## src/hw/rtl/mgg_pkg.sv

```systemverilog
// Types, constants and helper functions for the month grid generator.
`timescale 1ns / 1ps

package mgg_pkg;

	localparam int YEAR_W  = 14;
	localparam int SYEAR_W = 15;

	localparam logic [2:0] KIND_PREV     = 3'd0;
	localparam logic [2:0] KIND_WEEKDAY  = 3'd1;
	localparam logic [2:0] KIND_WEEKEND  = 3'd2;
	localparam logic [2:0] KIND_SELECTED = 3'd3;
	localparam logic [2:0] KIND_NEXT     = 3'd4;

	localparam logic [3:0] MONTH_JAN = 4'd1;
	localparam logic [3:0] MONTH_FEB = 4'd2;
	localparam logic [3:0] MONTH_DEC = 4'd12;

	// floor(x / 100) = (x * 5243) >> 19 for x below 2^15
	localparam logic [12:0] RECIP100 = 13'd5243;
	// floor(x / 7) = (x * 2341) >> 14 for x below 2^11
	localparam logic [11:0] RECIP7   = 12'd2341;

	localparam logic [SYEAR_W-1:0] YEAR_SHIFT = 15'd400;

	typedef struct packed {
		logic [2:0] first;
		logic [4:0] mlen;
		logic [4:0] plen;
		logic [4:0] day;
		logic [2:0] wd;
	} mgg_item_t;

	function automatic logic [2:0] mod7(input logic [10:0] s);
		logic [22:0] p;
		logic [10:0] q;
		logic [10:0] r;
		p = 23'(s) * 23'(RECIP7);
		q = {2'b00, p[22:14]};
		r = s - 11'(q * 11'd7);
		return r[2:0];
	endfunction

	// floor(13 * (cm + 1) / 5) for the shifted month 3..14
	function automatic logic [5:0] zeller_month_term(input logic [3:0] cm);
		logic [5:0] t;
		case (cm)
			4'd3:    t = 6'd10;
			4'd4:    t = 6'd13;
			4'd5:    t = 6'd15;
			4'd6:    t = 6'd18;
			4'd7:    t = 6'd20;
			4'd8:    t = 6'd23;
			4'd9:    t = 6'd26;
			4'd10:   t = 6'd28;
			4'd11:   t = 6'd31;
			4'd12:   t = 6'd33;
			4'd13:   t = 6'd36;
			4'd14:   t = 6'd39;
			default: t = 6'd0;
		endcase
		return t;
	endfunction

	function automatic logic [4:0] month_length(input logic [3:0] m, input logic leap);
		logic [4:0] d;
		case (m)
			4'd2:                   d = leap ? 5'd29 : 5'd28;
			4'd4, 4'd6, 4'd9, 4'd11: d = 5'd30;
			default:                d = 5'd31;
		endcase
		return d;
	endfunction

endpackage

```

## src/hw/rtl/mgg_front.sv

```systemverilog
// Front pipeline: weekday of day 1 and of the selected day, month lengths.
`timescale 1ns / 1ps

module mgg_front (
	input  logic                      clk,
	input  logic                      arst_n,
	input  logic                      in_valid,
	output logic                      in_stall,
	input  logic [13:0]               sel_year,
	input  logic [3:0]                sel_month,
	input  logic [4:0]                sel_day,
	output logic                      item_valid,
	input  logic                      item_ready,
	output mgg_pkg::mgg_item_t        item
);
	import mgg_pkg::*;

	logic v_s1, v_s2, v_s3, v_s4, v_s5;
	logic en_s1, en_s2, en_s3, en_s4, en_s5;

	// stage 1: clamp month, shift year, Zeller month/year fold
	logic [SYEAR_W-1:0] y_s1, cy_s1;
	logic [3:0]         mon_s1, cm_s1;
	logic [4:0]         day_s1;
	// stage 2: reciprocal products for the divisions by 100
	logic [27:0]        pj_s2, py_s2;
	logic [SYEAR_W-1:0] y_s2, cy_s2;
	logic [3:0]         mon_s2, cm_s2;
	logic [4:0]         day_s2;
	// stage 3: century and year-of-century, leap flag
	logic [7:0]         j_s3;
	logic [6:0]         k_s3;
	logic               leap_s3;
	logic [3:0]         mon_s3, cm_s3;
	logic [4:0]         day_s3;
	// stage 4: Zeller sum and month lengths
	logic [10:0]        sum_s4;
	logic [4:0]         mlen_s4, plen_s4, day_s4;
	// stage 5: weekdays
	mgg_item_t          item_s5;

	logic [3:0]         mon_c;
	logic [SYEAR_W-1:0] y_c;
	logic [7:0]         j_c, qy_c;
	logic [SYEAR_W-1:0] k_c, ry_c;
	logic               leap_c;
	logic [10:0]        sum_c, wsum_c;

	assign en_s5 = !v_s5 || item_ready;
	assign en_s4 = !v_s4 || en_s5;
	assign en_s3 = !v_s3 || en_s4;
	assign en_s2 = !v_s2 || en_s3;
	assign en_s1 = !v_s1 || en_s2;

	assign in_stall   = !en_s1;
	assign item_valid = v_s5;
	assign item       = item_s5;

	always_comb begin
		if (sel_month < MONTH_JAN) begin
			mon_c = MONTH_JAN;
		end else if (sel_month > MONTH_DEC) begin
			mon_c = MONTH_DEC;
		end else begin
			mon_c = sel_month;
		end
		y_c = SYEAR_W'(sel_year) + YEAR_SHIFT;
	end

	always_comb begin
		j_c    = pj_s2[26:19];
		qy_c   = py_s2[26:19];
		k_c    = cy_s2 - SYEAR_W'(SYEAR_W'(j_c) * SYEAR_W'(100));
		ry_c   = y_s2 - SYEAR_W'(SYEAR_W'(qy_c) * SYEAR_W'(100));
		leap_c = (y_s2[1:0] == 2'b00) && ((ry_c != '0) || (qy_c[1:0] == 2'b00));
	end

	always_comb begin
		sum_c = 11'(zeller_month_term(cm_s3)) + 11'(k_s3) + 11'(k_s3[6:2])
			+ 11'(j_s3[7:2]) + 11'(j_s3) + 11'({j_s3, 2'b00});
		wsum_c = sum_s4 + 11'(day_s4) + 11'd6;
	end

	always_ff @(posedge clk or negedge arst_n) begin
		if (!arst_n) begin
			v_s1 <= 1'b0;
			v_s2 <= 1'b0;
			v_s3 <= 1'b0;
			v_s4 <= 1'b0;
			v_s5 <= 1'b0;
		end else begin
			if (en_s1) v_s1 <= in_valid;
			if (en_s2) v_s2 <= v_s1;
			if (en_s3) v_s3 <= v_s2;
			if (en_s4) v_s4 <= v_s3;
			if (en_s5) v_s5 <= v_s4;
		end
	end

	always_ff @(posedge clk) begin
		if (en_s1) begin
			y_s1   <= y_c;
			mon_s1 <= mon_c;
			day_s1 <= sel_day;
			// January and February count as months 13 and 14 of the year before
			if (mon_c < 4'd3) begin
				cm_s1 <= mon_c + 4'd12;
				cy_s1 <= y_c - SYEAR_W'(1);
			end else begin
				cm_s1 <= mon_c;
				cy_s1 <= y_c;
			end
		end
		if (en_s2) begin
			pj_s2  <= 28'(cy_s1) * 28'(RECIP100);
			py_s2  <= 28'(y_s1) * 28'(RECIP100);
			y_s2   <= y_s1;
			cy_s2  <= cy_s1;
			mon_s2 <= mon_s1;
			cm_s2  <= cm_s1;
			day_s2 <= day_s1;
		end
		if (en_s3) begin
			j_s3    <= j_c;
			k_s3    <= k_c[6:0];
			leap_s3 <= leap_c;
			mon_s3  <= mon_s2;
			cm_s3   <= cm_s2;
			day_s3  <= day_s2;
		end
		if (en_s4) begin
			sum_s4  <= sum_c;
			mlen_s4 <= month_length(mon_s3, leap_s3);
			// December before January is always 31 days
			plen_s4 <= (mon_s3 == MONTH_JAN) ? 5'd31 : month_length(mon_s3 - 4'd1, leap_s3);
			day_s4  <= day_s3;
		end
		if (en_s5) begin
			item_s5.first <= mod7(sum_s4);
			item_s5.wd    <= mod7(wsum_c);
			item_s5.mlen  <= mlen_s4;
			item_s5.plen  <= plen_s4;
			item_s5.day   <= day_s4;
		end
	end

endmodule

```

## src/hw/rtl/mgg_cells.sv

```systemverilog
// Cell sequencer: walks the grid of one date and registers one cell per cycle while the output is not stalled.
`timescale 1ns / 1ps

module mgg_cells #(
	parameter int GRID_ROWS = 6
) (
	input  logic               clk,
	input  logic               arst_n,
	input  logic               item_valid,
	output logic               item_ready,
	input  mgg_pkg::mgg_item_t item,
	output logic               out_valid,
	input  logic               out_stall,
	output logic [3:0]         cell_row,
	output logic [2:0]         cell_col,
	output logic [4:0]         day_number,
	output logic [2:0]         cell_kind,
	output logic [2:0]         date_weekday,
	output logic               last_cell
);
	import mgg_pkg::*;

	localparam int CUR_W = $clog2(7 * GRID_ROWS + 1) + 1;

	logic                    busy_q;
	logic signed [CUR_W-1:0] cur_q;
	logic [3:0]              row_q;
	logic [2:0]              col_q;
	mgg_item_t               item_q;

	logic                    out_v_q;
	logic [3:0]              row_out_q;
	logic [2:0]              col_out_q;
	logic [4:0]              day_out_q;
	logic [2:0]              kind_out_q;
	logic [2:0]              wd_out_q;
	logic                    last_out_q;

	logic                    emit, load, at_last;
	logic signed [CUR_W-1:0] mlen_x, nxt;
	logic [4:0]              shown;
	logic [2:0]              kind;

	assign at_last    = (row_q == 4'(GRID_ROWS - 1)) && (col_q == 3'd6);
	assign emit       = busy_q && (!out_v_q || !out_stall);
	assign item_ready = !busy_q || (emit && at_last);
	assign load       = item_valid && item_ready;

	assign mlen_x = $signed(CUR_W'(item_q.mlen));
	assign nxt    = cur_q - mlen_x;

	always_comb begin
		if (cur_q < $signed(CUR_W'(1))) begin
			// tail of the previous month; cursor is between -5 and 0
			shown = item_q.plen + cur_q[4:0];
			kind  = KIND_PREV;
		end else if (cur_q > mlen_x) begin
			// next month; saturating at 31 is only reachable with more than six rows
			shown = (nxt > $signed(CUR_W'(31))) ? 5'd31 : nxt[4:0];
			kind  = KIND_NEXT;
		end else begin
			shown = cur_q[4:0];
			if (cur_q[4:0] == item_q.day) begin
				kind = KIND_SELECTED;
			end else if (col_q == 3'd0 || col_q == 3'd6) begin
				kind = KIND_WEEKEND;
			end else begin
				kind = KIND_WEEKDAY;
			end
		end
	end

	always_ff @(posedge clk or negedge arst_n) begin
		if (!arst_n) begin
			busy_q  <= 1'b0;
			out_v_q <= 1'b0;
		end else begin
			if (load) begin
				busy_q <= 1'b1;
			end else if (emit && at_last) begin
				busy_q <= 1'b0;
			end
			if (emit) begin
				out_v_q <= 1'b1;
			end else if (!out_stall) begin
				out_v_q <= 1'b0;
			end
		end
	end

	always_ff @(posedge clk) begin
		if (load) begin
			item_q <= item;
			cur_q  <= $signed(CUR_W'(1)) - $signed(CUR_W'(item.first));
			row_q  <= 4'd0;
			col_q  <= 3'd0;
		end else if (emit) begin
			cur_q <= cur_q + $signed(CUR_W'(1));
			if (col_q == 3'd6) begin
				col_q <= 3'd0;
				row_q <= row_q + 4'd1;
			end else begin
				col_q <= col_q + 3'd1;
			end
		end
		if (emit) begin
			row_out_q  <= row_q;
			col_out_q  <= col_q;
			day_out_q  <= shown;
			kind_out_q <= kind;
			wd_out_q   <= item_q.wd;
			last_out_q <= at_last;
		end
	end

	assign out_valid    = out_v_q;
	assign cell_row     = row_out_q;
	assign cell_col     = col_out_q;
	assign day_number   = day_out_q;
	assign cell_kind    = kind_out_q;
	assign date_weekday = wd_out_q;
	assign last_cell    = last_out_q;

endmodule

```

## src/hw/rtl/month_grid_generator.sv

```systemverilog
// A date passes the five front stages, then the sequencer's item register and its cell register.
// Throughput: one cell per cycle while out_stall is low, GRID_ROWS*7 cells per date, set by the cell sequencer.
// A five-stage front pipeline works out weekdays and month lengths for the next dates
// while the sequencer still emits the current grid.
// Reset (arst_n low) clears all valid bits and the sequencer at once; no clearing pass.
`timescale 1ns / 1ps

module month_grid_generator #(
	parameter int GRID_ROWS = 6
) (
	input  logic        clk,
	input  logic        arst_n,
	input  logic        in_valid,
	output logic        in_stall,
	input  logic [13:0] sel_year,
	input  logic [3:0]  sel_month,
	input  logic [4:0]  sel_day,
	output logic        out_valid,
	input  logic        out_stall,
	output logic [3:0]  cell_row,
	output logic [2:0]  cell_col,
	output logic [4:0]  day_number,
	output logic [2:0]  cell_kind,
	output logic [2:0]  date_weekday,
	output logic        last_cell
);
	import mgg_pkg::*;

	logic      item_valid, item_ready;
	mgg_item_t item;

	mgg_front u_front (
		.clk        (clk),
		.arst_n     (arst_n),
		.in_valid   (in_valid),
		.in_stall   (in_stall),
		.sel_year   (sel_year),
		.sel_month  (sel_month),
		.sel_day    (sel_day),
		.item_valid (item_valid),
		.item_ready (item_ready),
		.item       (item)
	);

	mgg_cells #(
		.GRID_ROWS (GRID_ROWS)
	) u_cells (
		.clk          (clk),
		.arst_n       (arst_n),
		.item_valid   (item_valid),
		.item_ready   (item_ready),
		.item         (item),
		.out_valid    (out_valid),
		.out_stall    (out_stall),
		.cell_row     (cell_row),
		.cell_col     (cell_col),
		.day_number   (day_number),
		.cell_kind    (cell_kind),
		.date_weekday (date_weekday),
		.last_cell    (last_cell)
	);

endmodule

```

## config.mk

```make
export PLATFORM = sky130hd
export DESIGN_NAME = month_grid_generator
export DESIGN_NICKNAME = d
export VERILOG_FILES = /design/src/hw/rtl/mgg_pkg.sv /design/src/hw/rtl/mgg_front.sv /design/src/hw/rtl/mgg_cells.sv /design/src/hw/rtl/month_grid_generator.sv
export SDC_FILE = /design/constraint.sdc
export NUM_CORES = 1
export LEC_CHECK = 0
export BUFFER_PORTS_ARGS = -buffer_cell sky130_fd_sc_hd__buf_2
export CAP_MARGIN = 20
export CORE_ASPECT_RATIO = 2
export CORE_MARGIN = 1.5
export CORE_UTILIZATION = 41
export CTS_BUF_LIST = sky130_fd_sc_hd__clkbuf_4
export DETAILED_ROUTE_END_ITERATION = 7
export REMOVE_ABC_BUFFERS = 1
export SETUP_SLACK_MARGIN = 0.2
export SYNTH_ARGS = -nofsm -noshare
export SYNTH_HDL_FRONTEND = slang
export SYNTH_SLANG_ARGS = --single-unit
```

## constraint.sdc

```tcl
create_clock -name clk -period 8.7 [get_ports clk]
set_input_delay 0.435 -clock clk [delete_from_list [all_inputs] [get_ports clk]]
set_output_delay 0.435 -clock clk [all_outputs]
set_load 0.05 [all_outputs]
```

==> results of run 1 <==
registers in the layout (all words and copies together), names as in the netlist, 11 cells and up, named ones only:
name,flops
u_front.sum_s4,11
u_front.item,15
u_front.y_s2,15
u_front.cy_s1,15
u_front.y_s1,15
u_cells.item_q,12
placed cells by master, fill, tap and decap left out, types with 9 or more instances in the layout:
master / n
dfxtp_1: 13
buf_2: 47
dlygate4sd3_1: 10
nor2b_1: 10
nand2b_1: 19
a21oi_1: 59
clkinv_1: 16
o21bai_1: 13
nand2_1: 54
inv_1: 426
edfxtp_1: 190
ha_1: 385
a211oi_1: 9
nand4_1: 10
clkbuf_4: 68
o21ai_0: 31
nor3_1: 17
nor2_1: 37
o211ai_1: 9
fa_1: 193
a21o_1: 30
nand3_1: 24
xor2_1: 34
xnor2_1: 85
kinds of logic after synthesis:
family | after synthesis | share of synthesized area (%)
AND/OR/NAND/NOR | 207 | 5.33
multiplexers | 9 | 0.478
adder cells (fa/ha/maj) | 578 | 43.1
AO/OA/AOI/OAI | 214 | 7.04
XOR/XNOR | 121 | 5.36
buffers and inverters | 440 | 8.23
flip-flops | 210 | 30.5
stage by stage:
step           cells  instance area [µm²]  setup slack [ns]  util (%)
6_report        2562                22000              1.18      45.4
5_1_grt         2562                22000             0.652      45.4
4_1_cts         2558                22000              1.08      45.3
3_5_place_dp    2456                21200              1.10      43.6
3_3_place_gp    2456                21200              1.15      43.6
2_1_floorplan   1768                20100              1.78         -
area by class of cell:
class                      count  area (µm²)  area share [%]
multi-input combinational   1129       12400            56.1
sequential                   210        6140            27.9
inverter                     429        1610            7.31
tap                          638         798            3.63
clock buffer                  68         510            2.32
timing repair buffer          61         385            1.75
clock inverter                26         214           0.972
antenna                        1        2.50          0.0114
repair_timing:
item / in CTS / in global routing
hold buffers: 8 / 2
endpoints found under the hold margin: 14 / 2
endpoints found under the setup margin: 0 / 0
metal layers:
layer | track usage (%) | up-vias | part of all wire [%]
li1 | - | 6180 | -
met2 | 36.9 | 182 | 61
met3 | 1.61 | 99 | 1.9
met1 | 14.2 | 6102 | 32
met4 | 9.09 | 0 | 5.2
met5 | 0 | - | 0
worst paths after layout:
path | end | from | cells past startpoint | slack [ns]
setup / recovery | u_front.item[2] | u_front.sum_s4[2] | 30 | 1.18
hold / removal | u_front.y_s1[3] | sel_year[3] | 1 | 0.07
setup reg to reg | u_front.item[2] | u_front.sum_s4[2] | 30 | 1.18
hold reg to reg | u_front.day_s3[2] | u_front.day_s2[2] | 0 | 0.39
max in group asynchronous | u_front.item_valid | arst_n | 2 | 8.35
min in group asynchronous | u_cells.busy_q | arst_n | 2 | 0.13
worst max-delay path, delay by kind of cell, from the launching register on:
kind,cells,cell delay [ns]
adder cells (fa/ha/maj),9,3.27
AO/OA/AOI/OAI,8,1.77
XOR/XNOR,7,1.21
flip-flops,1,0.47
buffers and inverters,4,0.38
AND/OR/NAND/NOR,2,0.20
report_power, final:
part	internal, mW	switching, mW
clock	0.488	0.401
combinational	0.210	0.286
sequential	1.14	0.0355
total	1.84	0.722
==> results by group, run 1 <==
Status
  • Run status: completed

Clock network
  • CTS tree: done
  • Clock buffer count from CTS: 51
  • Root Driver: clkbuf_4
  • Cts repair resizes: 0
  • Number of clock sinks: 210
  • # H-tree levels: 2
  • Setup Buffers After CTS: 0
  • Clock Pin Slew Worst Setup and Hold Paths: 0.08 ns
  • Longest Clk Path Bufs: 3
  • Clk_lat worst skew: roughly 0.7 ns

Placed design
  • Port Buf Inserts: 47
  • GPL Wtd Cong: slightly above 0.9
  • DP HPWL: 35000 µm

Worst setup path
  • CP startpoint kind: register
  • CP Max Fanout: 5
  • Most frequent CP cell: xnor2_1
  • WP data arrival: 7.97 ns
  • CP Capture Type: register
  • CP required: 9.15 ns
  • Max incr delay on CP: between 0.5 and 0.6 ns
  • Crit path kind: reg2reg
  • Worst path slowest cell: fa_1

Route
  • Initial DRT Pass Iterations: 4
  • Routed wire length: around 40000 µm
  • Vias per std cell: around 5
  • ANT nets after route: 0
  • DR vias: about 13k
  • Iteration-0 DRC Markers: 367
  • Post-DR wirelength/cell: 15.8 µm
  • # DRC: 0

Timing
  • Worst hold slack: 0.0673 ns
  • Part of the cycle the worst path needs: between 80% and 90%
  • Setup violators final: 0
  • Worst slew margin: approximately half
  • Clock Skew: 0.0819 ns
  • Fmax: around 0.13 GHz
  • Max Slew Vio Count: 0
  • RSZ-0062 raised after global routing: false
  • Hold Vio Cnt, Final: 0
  • Worst slew pin tran: 0.764 ns
  • Final setup TNS: 0 ns
  • Fin crit period: 7.52 ns

Cells and area
  • Layout Nets: 2487
  • Layout cells sized above 1: 7.85%
  • Synth-to-Final Area Change: 9.28%
  • Fillers: 4627

Yosys
  • Mapped cell area: 20200 µm²
  • Unique cell type count in the Yosys netlist: 76
  • Synthesis warning total: 0
  • Flops & latches, synth: 210
  • Seq/Total Area, Yosys: 30.5%
  • Yosys top cell area share: 28.3%
  • Cells after synthesis: 1779
  • Ranking of synthesized cells by area: edfxtp_1, ha_1, fa_1, inv_1, xnor2_1
  • Average size of a mapped cell: 11.3 µm²
  • Count leader, synth: inv_1
  • Number of synthesized flops with an enable pin: 190
  • Yosys top cell by area: edfxtp_1
  • Commonest cells in the netlist: inv_1, ha_1, fa_1, edfxtp_1, xnor2_1
  • Ys flop type: edfxtp_1
  • Async set-reset flop share out of synthesis: between 3 and 4%

Hold path
  • Hold Crit Class: in2reg

GRT
  • Global route overflow: 0
  • Largest net degree at the start of global routing: 46
  • Initial antenna violation count: 1
  • First-pass GRT wire length: 66300 µm
  • Gr usage total: 16.9%
  • Vias in the first global route: 13.9k

Run
  • # Max-Cap Violations: 0

Floorplan
  • Core ar.: 48500 µm²
  • Core Rows: 114
  • I/O pins: 48
  • Chip height: 317 µm
  • Die extent in x: 160 µm
  • Initial Util: about two fifths
  • Die footprint: 50600 µm²

Pwr
  • Power per cell area: approximately 120 nW/µm²
  • Leak: around 11 nW
  • Power Total: 2.56 mW
  • Worst vdd ir: 191 µV
No activity file was read; power rests on OpenSTA's default activity.
==> inputs of run 2 (changes only) <==
ABC_AREA = 1   (was unset)
SYNTH_HIERARCHICAL = 1   (was unset)
==> run 2 against run 1 <==
The run now ends with DRC left; maximum frequency up 5.6%; die area increased by 9.1%; count of clock-buffer cells in the layout is 11 higher.
==> results by group, run 2 <==
Route
  • ANT nets after route: 0
  • Vias per std cell: 4.92
  • Routed wire length: ~48000 µm
  • Iteration-0 DRC Markers: 622
  • Initial DRT Pass Iterations: 8
  • Post-DR wirelength/cell: 15.3 µm
  • # DRC: 7
  • DR vias: 15.3k

Yosys
  • Yosys top cell area share: 26.7%
  • Synthesis warning total: 6
  • Ranking of synthesized cells by area: edfxtp_1, ha_1, fa_1, inv_1, nand2_1
  • Count leader, synth: inv_1
  • Unique cell type count in the Yosys netlist: 53
  • Async set-reset flop share out of synthesis: 3.24%
  • Yosys top cell by area: edfxtp_1
  • Average size of a mapped cell: roughly 9.6 µm²
  • Commonest cells in the netlist: inv_1, ha_1, nand2_1, fa_1, edfxtp_1
  • Flops & latches, synth: 216
  • Mapped cell area: 22000 µm²
  • Cells after synthesis: 2282
  • Ys flop type: edfxtp_1
  • Seq/Total Area, Yosys: between 20% and 30%
  • Number of synthesized flops with an enable pin: 196

Worst setup path
  • Most frequent CP cell: fa_1
  • CP Capture Type: register
  • CP Max Fanout: 6
  • WP data arrival: 7.60 ns
  • Worst path slowest cell: fa_1
  • CP startpoint kind: register
  • CP required: 9.18 ns
  • Crit path kind: reg2reg
  • Max incr delay on CP: 0.51 ns

Clock network
  • Clock Pin Slew Worst Setup and Hold Paths: around 0.070 ns
  • Cts repair resizes: 0
  • Clk_lat worst skew: 0.77 ns
  • Setup Buffers After CTS: 0
  • # H-tree levels: 2
  • Clock buffer count from CTS: 54
  • Longest Clk Path Bufs: 3
  • CTS tree: done
  • Number of clock sinks: 216
  • Root Driver: clkbuf_4

Timing
  • Setup violators final: 0
  • Hold Vio Cnt, Final: 0
  • Clock Skew: 0.107 ns
  • Fin crit period: 7.12 ns
  • Final setup TNS: 0 ns
  • Fmax: 0.140 GHz
  • Worst slew margin: around 44%
  • Worst slew pin tran: about 0.84 ns
  • Part of the cycle the worst path needs: 81.9%
  • Max Slew Vio Count: 0
  • RSZ-0062 raised after global routing: false

GRT
  • Largest net degree at the start of global routing: 51
  • Initial antenna violation count: 1
  • Gr usage total: between 10% and 20%
  • First-pass GRT wire length: 78100 µm
  • Global route overflow: 0
  • Vias in the first global route: around 17k

Cells and area
  • Layout Nets: 3005
  • Layout cells sized above 1: 7.51%
  • Most common cell after layout, fill and taps aside: inv_1
  • Finished Layout Cells: roughly 3.1k
  • Fillers: between 5k and 6k
  • Synth-to-Final Area Change: 8.66%
  • Max reg flops: 18
  • Commonest non-fill, non-tap cells in the layout: inv_1, ha_1, nand2_1
  • Most flops, register: u_cells/item_q

Floorplan
  • I/O pins: 48
  • Core Rows: 120
  • Initial Util: 41.3%
  • Chip height: approximately 330 µm
  • Core ar.: 53300 µm²
  • Die footprint: ~55000 µm²
  • Die extent in x: 167 µm

Placed design
  • GPL Wtd Cong: slightly above 0.9
  • DP HPWL: 41500 µm
  • DP Cell Count: 2997
  • Port Buf Inserts: 47

Status
  • Run status: finished with violations
  • Failing checks: DRC

Hold path
  • Hold Crit Class: in2async

Run
  • # Max-Cap Violations: 0
-- run 2: cell types whose count changed after synthesis, sizes merged, moves of 20 or more --
cell / delta
xor2: +34
a21o: -21
nor2: +79
inv: +137
nand3: +54
xnor2: -47
o21ai: +20
nand2: +293
-- run 2: path summary, 6_finish.rpt --
kind	slack (ns)	depth (start not counted)	endpoint	startpoint
min in group clk	0.12	3	u_front/mon_s1[0]	sel_month[0]
max in group asynchronous	8.43	2	u_front/v_s3	arst_n
hold reg to reg	0.39	0	u_front/day_s3[3]	u_front/day_s2[3]
hold / removal	0.08	2	u_cells/busy_q	arst_n
setup / recovery	1.58	30	u_front/item[2]	u_front/sum_s4[1]
setup reg to reg	1.58	30	u_front/item[2]	u_front/sum_s4[1]
-- run 2: cell type report --
| cell class | instances | area, µm² | share of cell area (%) |
|---|---|---|---|
| timing repair buffer | 62 | 380 | 1.59 |
| tap | 671 | 840 | 3.51 |
| clock buffer | 79 | 593 | 2.48 |
| antenna | 1 | 2.50 | 0.0105 |
| clock inverter | 20 | 143 | 0.596 |
| inverter | 567 | 2130 | 8.90 |
| sequential | 216 | 6320 | 26.4 |
| multi-input combinational | 1494 | 13500 | 56.5 |
-- run 2: critical path: cells and delay by family, from the launching register on --
kind	cells	cell delay, ns
compound gates	6	0.87
xor+xnor	6	1.07
fa+ha+maj	9	3.39
buf+inv	4	0.28
flops	1	0.48
simple gates	5	0.72
-- run 2: through the flow --
stage	utilization (%)	worst slack, ns	area, µm²	hold WS, ns
after floorplan	-	2.22	22000	0.139
after global placement	43.2	1.63	23000	0.297
after detailed placement	43.2	1.55	23000	0.305
after CTS	44.9	1.48	23900	0.0276
after global routing	44.9	0.995	23900	0.0534
final	44.9	1.58	23900	0.0774
-- run 2: cell families (layout without fill, tap and decap cells) --
| kind of cell | Yosys count | after routing | synth area share (%) |
|---|---|---|---|
| other | 1 | 7 | 0.0170 |
| xor gates and xnor gates | 107 | 107 | 4.45 |
| and+or+nand+nor | 609 | 609 | 12.0 |
| DFF | 216 | 216 | 28.7 |
| AOI/OAI and AO/OA | 189 | 189 | 4.95 |
| buffers and inverters | 577 | 728 | 10.0 |
| adders and majority gates | 583 | 583 | 39.9 |
-- run 2: what timing repair did --
item / CTS / global route
hold endpoints to repair: 20 / 0
hold buffers: 13 / 0
endpoints found under the setup margin: 0 / 0
-- run 2: per-layer routing --
metal  track usage (%)  vias up  routed length [µm]
met5                 0        -                   0
met4              11.1        0                2770
met3              1.67      131                1070
met2              39.6      275               28900
met1              14.9     7368               14900
li1                  -     7530                   -
Power of run 2 is left out: the tool's default activity adds up to more than one toggle a clock period on the data nets, which glitch-free logic cannot reach.
==> inputs of run 3 (changes only) <==
clock period = 6.15 ns   (was 8.7 ns; I/O delays follow)
==> run 3 against run 2 <==
Die area did not move; maximum frequency up 12%; setup slack worse by 1.8 ns; utilization grew 2.2 points; count of clock-buffer cells in the layout shrank 8; the flow finishes with violations (DRC, setup timing); critical endpoint unchanged; clock skew shrank 0.023 ns; first-iteration DRC count decreased by 17%; register-to-register slack lost 1.8 ns; final area grew 4.9%; non-clock buffer count rose by 83; largest cell class unchanged; worst hold slack improved by 0.015 ns.
==> results by group, run 3 (synthesis results as in run 2) <==
Status
  • Run status: finished with violations
  • Failing checks: DRC, setup timing

Worst setup path
  • Crit path kind: reg2reg
  • CP Capture Type: register
  • CP startpoint kind: register
  • Max incr delay on CP: 0.49 ns
  • Worst path slowest cell: fa_1
  • CP Max Fanout: 3
  • WP data arrival: roughly 6.8 ns
  • CP required: 6.61 ns
  • Slack of the worst reg-to-reg path: -0.18 ns

Timing
  • Setup WS post-layout: -0.181 ns
  • Fmax: 0.158 GHz
  • RSZ-0062 raised after global routing: true
  • Clock Skew: 0.0847 ns
  • Worst slew pin tran: 0.843 ns
  • Worst slew margin: between 40% and 50%
  • Setup violators final: 1
  • Hold Vio Cnt, Final: 0
  • Part of the cycle the worst path needs: 103%
  • Max Slew Vio Count: 0
  • Final setup TNS: -0.181 ns
  • Fin crit period: 6.33 ns

Floorplan
  • Die footprint: 55200 µm²
  • Initial Util: 41.3%
  • Core Rows: 120
  • Core ar.: between 50000 and 60000 µm²
  • I/O pins: 48
  • Chip height: approximately 330 µm
  • Die extent in x: 167 µm

Route
  • Routed wire length: 49400 µm
  • ANT nets after route: 0
  • DR vias: 15.6k
  • # DRC: 7
  • Post-DR wirelength/cell: 15.5 µm
  • Vias per std cell: 4.90
  • Iteration-0 DRC Markers: 514
  • Initial DRT Pass Iterations: 7

Hold path
  • Hold Crit Class: in2reg

Placed design
  • DP HPWL: approximately 42000 µm
  • Port Buf Inserts: 47
  • GPL Wtd Cong: around 0.92

Run
  • # Max-Cap Violations: 0

Clock network
  • Root Driver: clkbuf_4
  • Clock Pin Slew Worst Setup and Hold Paths: 0.08 ns
  • Longest Clk Path Bufs: 3
  • Clock buffer count from CTS: 53
  • Clk_lat worst skew: 0.74 ns
  • CTS tree: done
  • # H-tree levels: 2
  • Number of clock sinks: 216

GRT
  • Vias in the first global route: around 17k
  • Global route overflow: 0
  • Initial antenna violation count: 1
  • Largest net degree at the start of global routing: 51
  • Gr usage total: 18.7%
  • First-pass GRT wire length: 80300 µm

Cells and area
  • Reg area: roughly 6300 µm²
  • Layout Nets: 3087
  • Most common cell after layout, fill and taps aside: inv_1
  • Most flops, register: u_cells/item_q
  • Max reg flops: 18
  • Layout cells sized above 1: 12.9%
  • Area of the multi-input gates: 14000 µm²
  • Synth-to-Final Area Change: 13.9%
  • Fillers: about 4.9k
  • Commonest non-fill, non-tap cells in the layout: inv_1, ha_1, nand2_1
==> run 3: changes by cell type in the layout (fill, tap and decap cells not counted), sizes merged <==
cell,before,now
clkinv,19,23
clkbuf,79,71
dlygate4sd3,13,24
buf,49,121
inv,566,568
==> run 3: through the flow <==
step                worst slack [ns]  utilization, %  instances  hold WS (ns)  cell area (µm²)
finish                        -0.181            47.0       3191        0.0920            25100
global route                  -0.476            47.0       3191        0.0419            25100
CTS                          -0.0802            46.5       3183       0.00458            24800
floorplan                     -0.329               -       2277        0.0119            22000
detailed placement            -0.630            43.8       3037         0.166            23300
global placement              -0.492            43.8       3037         0.157            23300
==> run 3: worst paths after layout <==
check                                       start                 end  cells after the start
max in group asynchronous                  arst_n  u_front/item_valid                      3
min in group asynchronous                  arst_n        u_front/v_s4                      3
worst max register to register  u_front/day_s4[2]     u_front/item[2]                     32
worst min register to register  u_front/day_s2[2]   u_front/day_s3[2]                      0
worst max-delay path            u_front/day_s4[2]     u_front/item[2]                     32
worst min-delay path                  sel_year[8]    u_front/cy_s1[8]                      4
==> run 3: layer usage <==
layer	wire (µm)	GRT usage [%]	part of all wire (%)	vias to the layer above
met1	15800	15.6	32	7525
met4	2650	10.5	5.4	0
li1	-	-	-	7694
met5	0	0	0	-
met2	30000	40.8	61	290
met3	967	1.72	2.0	132
==> run 3: area by class of cell <==
type	count	share of cell area [%]
sequential	216	25.2
multi-input combinational	1494	55.8
tap	671	3.35
clock buffer	71	2.13
antenna	1	0.00998
timing repair buffer	145	4.34
clock inverter	26	0.664
inverter	567	8.50
==> run 3: critical path: cells and delay by family (launching register included) <==
family | cells | cell delay, ns
simple gates | 7 | 0.67
buf+inv | 8 | 0.72
compound gates | 3 | 0.41
xor+xnor | 6 | 0.89
fa+ha+maj | 8 | 2.96
flops | 1 | 0.40
==> run 3: timing repair <==
item | CTS | global route
pin swaps | 43 | 42
buffers inserted | 25 | 7
endpoints found under the hold margin | 32 | 0
setup endpoints to repair | 3 | 4
hold buffers | 24 | 0
resized for setup | 57 | 47
Power of run 3 is left out for the same reason.
